File: src/hw/rtl/positional_list_engine_unit_assert.svh
// ----------------------------------------------------------------------------
// positional_list_engine_unit assertion macros
// Immediate-cycle and next-cycle implication checks on clk, reset by rst_n.
// ----------------------------------------------------------------------------
`ifndef POSITIONAL_LIST_ENGINE_UNIT_ASSERT_SVH
`define POSITIONAL_LIST_ENGINE_UNIT_ASSERT_SVH

// ante implies cons in the same cycle
`define PLE_ASSERT_NOW(label, ante, cons, msg) \
    label: assert property (@(posedge clk) disable iff (!rst_n) (ante) |-> (cons)) \
        else $error(msg);

// ante implies cons in the next cycle
`define PLE_ASSERT_NEXT(label, ante, cons, msg) \
    label: assert property (@(posedge clk) disable iff (!rst_n) (ante) |=> (cons)) \
        else $error(msg);

`endif

File: src/hw/rtl/ple_pkg.sv
// ----------------------------------------------------------------------------
// ple_pkg
// Shared constants, codes and controller/datapath structs for the list engine.
// ----------------------------------------------------------------------------
`default_nettype none

package ple_pkg;

    localparam int CAPACITY = 64;
    localparam int IDX_W    = $clog2(CAPACITY);
    localparam int CNT_W    = $clog2(CAPACITY + 1);
    localparam int ACT_W    = 2;
    localparam int POS_W    = 7;
    localparam int DATA_W   = 32;
    localparam int STAT_W   = 2;
    localparam int COUNT_W  = 7;

    typedef enum logic [ACT_W-1:0] {
        ACT_INS_END = 2'd0,
        ACT_DEL_END = 2'd1,
        ACT_INS_POS = 2'd2,
        ACT_DEL_POS = 2'd3
    } act_t;

    typedef enum logic [STAT_W-1:0] {
        ST_OK    = 2'd0,
        ST_EMPTY = 2'd1,
        ST_RANGE = 2'd2,
        ST_FULL  = 2'd3
    } status_t;

    typedef enum logic [1:0] {
        OP_NONE = 2'd0,
        OP_INS  = 2'd1,
        OP_DEL  = 2'd2
    } op_t;

    // controller -> datapath
    typedef struct packed {
        logic    load;    // capture the incoming request
        logic    exec;    // apply the held request, load result
        op_t     op;
        logic    at_end;  // use the tail instead of the position
        status_t st;
    } dp_cmd_t;

    // datapath -> controller
    typedef struct packed {
        act_t action;
        logic full;
        logic empty;
        logic beyond;     // position past the current count
    } dp_stat_t;

endpackage

`default_nettype wire

File: src/hw/rtl/ple_ctrl.sv
// ----------------------------------------------------------------------------
// ple_ctrl
// Request/result handshake state machine and action decode.
// ----------------------------------------------------------------------------
`default_nettype none

module ple_ctrl (
    input  wire logic             clk,
    input  wire logic             rst_n,
    input  wire logic             in_valid,
    output logic                  in_ready,
    output logic                  out_valid,
    input  wire logic             out_ready,
    input  wire ple_pkg::dp_stat_t stat,
    output ple_pkg::dp_cmd_t      cmd
);
    import ple_pkg::*;

    typedef enum logic {
        S_IDLE,
        S_EXEC
    } state_t;

    state_t state_reg;
    state_t state_next;
    logic   out_valid_reg;
    logic   out_valid_next;
    logic   exec_fire;
    logic   in_fire;

    // held request retires once the result slot is free or draining
    assign exec_fire = (state_reg == S_EXEC) && (!out_valid_reg || out_ready);
    assign in_ready  = (state_reg == S_IDLE) || exec_fire;
    assign in_fire   = in_valid && in_ready;
    assign out_valid = out_valid_reg;

    always_comb
    begin
        state_next = state_reg;
        unique case (state_reg)
            S_IDLE:
            begin
                if (in_fire)
                begin
                    state_next = S_EXEC;
                end
            end
            S_EXEC:
            begin
                if (exec_fire && !in_fire)
                begin
                    state_next = S_IDLE;
                end
            end
            default: state_next = S_IDLE;
        endcase

        out_valid_next = out_valid_reg;
        if (exec_fire)
        begin
            out_valid_next = 1'b1;
        end
        else if (out_ready)
        begin
            out_valid_next = 1'b0;
        end
    end

    always_ff @(posedge clk or negedge rst_n)
    begin
        if (!rst_n)
        begin
            state_reg     <= S_IDLE;
            out_valid_reg <= 1'b0;
        end
        else
        begin
            state_reg     <= state_next;
            out_valid_reg <= out_valid_next;
        end
    end

    // action decode
    always_comb
    begin
        cmd.load   = in_fire;
        cmd.exec   = exec_fire;
        cmd.op     = OP_NONE;
        cmd.at_end = 1'b1;
        cmd.st     = ST_OK;
        unique case (stat.action)
            ACT_INS_END:
            begin
                if (stat.full)
                begin
                    cmd.st = ST_FULL;
                end
                else
                begin
                    cmd.op = OP_INS;
                end
            end
            ACT_INS_POS:
            begin
                if (stat.full)
                begin
                    cmd.st = ST_FULL;
                end
                else
                begin
                    cmd.op     = OP_INS;
                    cmd.at_end = stat.beyond;
                    cmd.st     = stat.beyond ? ST_RANGE : ST_OK;
                end
            end
            ACT_DEL_END:
            begin
                if (stat.empty)
                begin
                    cmd.st = ST_EMPTY;
                end
                else
                begin
                    cmd.op = OP_DEL;
                end
            end
            ACT_DEL_POS:
            begin
                if (stat.empty)
                begin
                    cmd.st = ST_EMPTY;
                end
                else
                begin
                    cmd.op     = OP_DEL;
                    cmd.at_end = stat.beyond;
                    cmd.st     = stat.beyond ? ST_RANGE : ST_OK;
                end
            end
            default: cmd.op = OP_NONE;
        endcase
    end

endmodule

`default_nettype wire

File: config.mk
export PLATFORM = sky130hd
export DESIGN_NAME = ple_ctrl
export DESIGN_NICKNAME = d
export VERILOG_FILES = /design/src/hw/rtl/positional_list_engine_unit_assert.svh /design/src/hw/rtl/ple_pkg.sv /design/src/hw/rtl/ple_ctrl.sv
export SDC_FILE = /design/constraint.sdc
export NUM_CORES = 1
export LEC_CHECK = 0
export ABC_AREA = 1
export BUFFER_PORTS_ARGS = -buffer_cell sky130_fd_sc_hd__buf_2
export CORE_AREA = 5 5 42 44
export DETAILED_ROUTE_END_ITERATION = 8
export DIE_AREA = 0 0 47 49
export PLACE_DENSITY_LB_ADDON = 0.1
export SYNTH_ARGS = -nofsm -noshare
export SYNTH_HDL_FRONTEND = slang
export SYNTH_SLANG_ARGS = --single-unit
File: constraint.sdc
create_clock -name clk -period 1.8 [get_ports clk]
set_input_delay 0.27 -clock clk [delete_from_list [all_inputs] [get_ports clk]]
set_output_delay 0.27 -clock clk [all_outputs]
set_load 0.01 [all_outputs]
**Word level (Yosys, flattened, before mapping)**

Index checks and enable logic that the tools add are counted.

- Equality and inequality tests: 3
- Multiplexer cells: 17
- Bitwise operators: 1
- Reduce and logical (&&, ||, !) cells: 9

Operators with widths:

| cell | count |
|---|---|
| 2-bit case mux with 4 select lines | 2 |
| 2-bit two-way mux | 6 |
| 1-bit two-way mux | 6 |
| 2-bit == test, second input constant | 2 |
| 1-bit case mux with 2 select lines | 2 |
| 1-bit logical AND | 3 |
| 3-bit two-way mux | 1 |
| 2-bit by 1-bit == test with 1-bit output, second input constant | 1 |
| 1-bit logical NOT | 2 |
| 2-bit logical NOT | 1 |
| 1-bit logical OR | 2 |
| 2-bit nonzero test | 1 |
| 1-bit NOT | 1 |

- Flip-flop bits (word level): 2
- Input port bits: 9
- Output and inout port bits: 9

**Depth between registers and ports, before layout**

- Depth after elaboration: 9
- Gate-level depth with buffers: 5
- Mapped depth without buffers: 4

**Worst setup path before layout**

Ideal clock, no wire load.

- Path kind: reg2out
- Start: register out_valid_reg, in the netlist out_valid
- End: output cmd[6] (netlist bit)
- Arrival: 0.782 ns
- Required time: 1.530 ns
- Path slack: 0.748 ns
- Cell stages (with the launch flop): 5
- Buffers on the path: 1
- Path through: dfrtp_1 > nand3_2 > nand2_1 > inv_1 > buf_4

- Longest elaborated chain between the ends: 5

RTL lines:

| item | RTL line | text |
|---|---|---|
| start, declared | ple_ctrl.sv:26 | `logic out_valid_reg;` |
| start signal, assigned | ple_ctrl.sv:79 | `out_valid_reg <= out_valid_next;` |
| 1-bit logical NOT | ple_ctrl.sv:32 | `assign exec_fire = (state_reg == S_EXEC) && (!out_valid_reg \|\| out_ready);` |
| 1-bit logical OR | ple_ctrl.sv:32 |  |
| 1-bit logical AND | ple_ctrl.sv:32 |  |
| 1-bit logical OR | ple_ctrl.sv:33 | `assign in_ready = (state_reg == S_IDLE) \|\| exec_fire;` |
| named net in_ready | ple_ctrl.sv:11 | `output logic in_ready,` |
| 1-bit logical AND | ple_ctrl.sv:34 | `assign in_fire = in_valid && in_ready;` |
| end, declared | ple_ctrl.sv:15 | `output ple_pkg::dp_cmd_t cmd` |

The timed path passes the listed nets, and every way through them passes these cells.

==> impl_metrics.py <==
metrics = {
    "floorplanning": {
        "chipWidth_um": 47,
        "core_mm2": 0.001401,
        "fp.dieH_um": 49,
        "ios": 18,
        "row_count": 14,
        "initial_utilization_pct": 11.16,
        "die-area_mm2": 0.002303,
    },
    "finish": {
        "area_growth_pct": 78.40,
        "fin_nets": 55,
        "antenna-diode-count": 0,
        "final_layout_size_suffix_gt1_share_pct": 52.27,
    },
    "pwr": {
        "clkPwrFrac_pct": 48.5,
        "power.density_mw_per_mm2": 718.1,
        "comb_power_share_pct": 25.7,
        "p_int_uw": 146.2,
        "p_switching_uw": 54.20,
        "p_leak_nw": 0.1789,
        "power_uw": 200.4,
        "ir_drop_mv": 0.3235,
        "swShare_pct": 27.05,
        "power_frac_seq_pct": 25.8,
    },
    "timing": {
        "max_freq_ghz": 0.8369,
        "hold-worst-slack_ns": 0.2528,
        "period_needed_ns": 1.195,
        "tightest_slew_ns": 0.1321,
        "fin_skew_ns": 0.003578,
        "fin_crit_sh_pct": 66.38,
        "rsz0062_at_grt": "no",
        "slew_headroom_pct": 91.20,
        "slew_violations": 0,
        "final_hold_viol_count": 0,
        "setup_viol": 0,
        "setup_tns_ns": 0,
    },
    "place": {
        "post-dp-hpwl_um": 385.3,
        "io_buffer_count": 17,
        "gp_congestion": 0.6658,
    },
    "critical_path": {
        "critPathArrivalTime_ns": 0.92,
        "cp.required_ns": 1.53,
        "critical_path_peak_fanout": 4,
        "ff2ff_setup_slack_ns": 1.14,
        "startpoint_type": "flop",
        "path_class": "reg2out",
        "crit_path_end_kind": "output port",
    },
    "yosys": {
        "ys_ff_latch": 2,
        "avgSynthCellArea_um2": 6.256,
        "ys_types": 10,
        "syn_area_um2": 156.4,
        "synth-seq-area-share_pct": 32.00,
        "syn_nets": 34,
        "syn_inst": 25,
        "ys_warn_count": 0,
    },
    "run_status": {
        "status": "finished, final reports clean",
    },
    "detailed_routing": {
        "antenna_left": 0,
        "drtIter0Drc": 0,
        "routed_via_density": 3.483,
        "drt-pass1-iter-count": 1,
        "vias": 209,
        "drc": 0,
        "routed_wl_um": 435,
        "wl_per_cell_um": 7.250,
    },
    "clock_tree": {
        "clock-sinks": 2,
        "clk_latency_ns": 0.22,
        "path_clk_slew_ns": 0.03,
        "cts_buffers": 3,
        "cts_max_level": 1,
        "cts_tree": "built",
        "clockBufferDepth": 2,
        "clockRootBuffer": "clkbuf_4",
    },
    "job": {
        "maxCapViolCount": 0,
    },
    "global_route": {
        "track_usage_pct": 4.430,
        "grt_pass1_vias": 202,
        "overflow": 0,
        "antenna_found_initial": 0,
        "grt_max_degree": 5,
        "grt_pass1_wl_um": 669,
    },
    "min_path": {
        "min-delay-path-class": "in2reg",
    },
}
[power by group through the flow]
stage          logic (mW)  registers [mW]  clock network [mW]
2_1_floorplan      0.0286          0.0529                   0
3_3_place_gp       0.0509          0.0521                   0
3_5_place_dp       0.0511          0.0522                   0
4_1_cts            0.0528          0.0518               0.104
5_1_grt            0.0582          0.0520               0.111
6_report           0.0514          0.0518              0.0972
[metrics by stage]
stage / worst slack [ns] / cells / instance area, µm² / utilization (%)
finish: 0.6051 / 60 / 279.0 / 19.91
global route: 0.5406 / 60 / 279.0 / 19.91
CTS: 0.5773 / 60 / 279.0 / 19.91
detailed placement: 0.7866 / 56 / 246.5 / 17.59
global placement: 0.7907 / 56 / 246.5 / 17.59
floorplan: 0.7483 / 25 / 156.4 / -
[layer usage]
layer | share of wire [%] | global-route usage, %
met5 | 0 | 0
met4 | 0 | 6.912
met3 | 20 | 1.107
met2 | 49 | 7.240
met1 | 30 | 2.845
[cells in the final DEF, fill, tap and decap left out, drive strengths merged]
cell,n
buf,17
dfrtp,2
a21oi,1
nand3,3
clkbuf,3
nand2,8
inv,6
nor2,3
dlygate4sd3,1
[worst max-delay path, cell delays in order (launching register included)]
cell and delay [ns]:
dfrtp_1 0.38, nand3_2 0.10, nand2_1 0.07, inv_1 0.03
buf_2 0.12
[path summary, 6_finish.rpt]
check,startpoint,to,depth (start not counted)
hold reg to reg,state_reg,out_valid,2
setup reg to reg,out_valid,state_reg,2
min in group asynchronous,rst_n,state_reg,2
max in group asynchronous,rst_n,out_valid,2
setup / recovery,out_valid,cmd[6],4
hold / removal,in_valid,state_reg,3
[what timing repair did]
| action | 4_1_cts | 5_1_grt |
|---|---|---|
| setup buffers | 0 | 0 |
| hold endpoints to repair | 2 | 0 |
| hold buffers | 1 | 0 |
| setup endpoints to repair | 0 | 0 |
| gates resized for setup | 0 | 0 |
[logic make-up (layout without fill, tap and decap cells)]
logic type / Yosys count / after routing / share of synthesized area [%]
compound gates: 1 / 1 / 3.197
buf+inv: 8 / 27 / 24.00
flops: 2 / 2 / 32.00
simple gates: 14 / 14 / 40.81
[Yosys cell counts (all sizes together)]
master / count / area [µm²]
a21oi: 1 / 5.000
inv: 6 / 22.52
nor2: 3 / 11.26
buf: 2 / 15.01
nand3: 3 / 20.02
dfrtp: 2 / 50.05
nand2: 8 / 32.54
[cell type report]
cell class,instances,area (µm²)
clock buffers,3,22.52
flip-flops and latches,2,50.05
well taps,16,20.02
repair buffers,18,95.09
fillers,168,1122
inverters,6,22.52
multi-input cells,15,68.82
No activity file was read; power rests on OpenSTA's default activity.
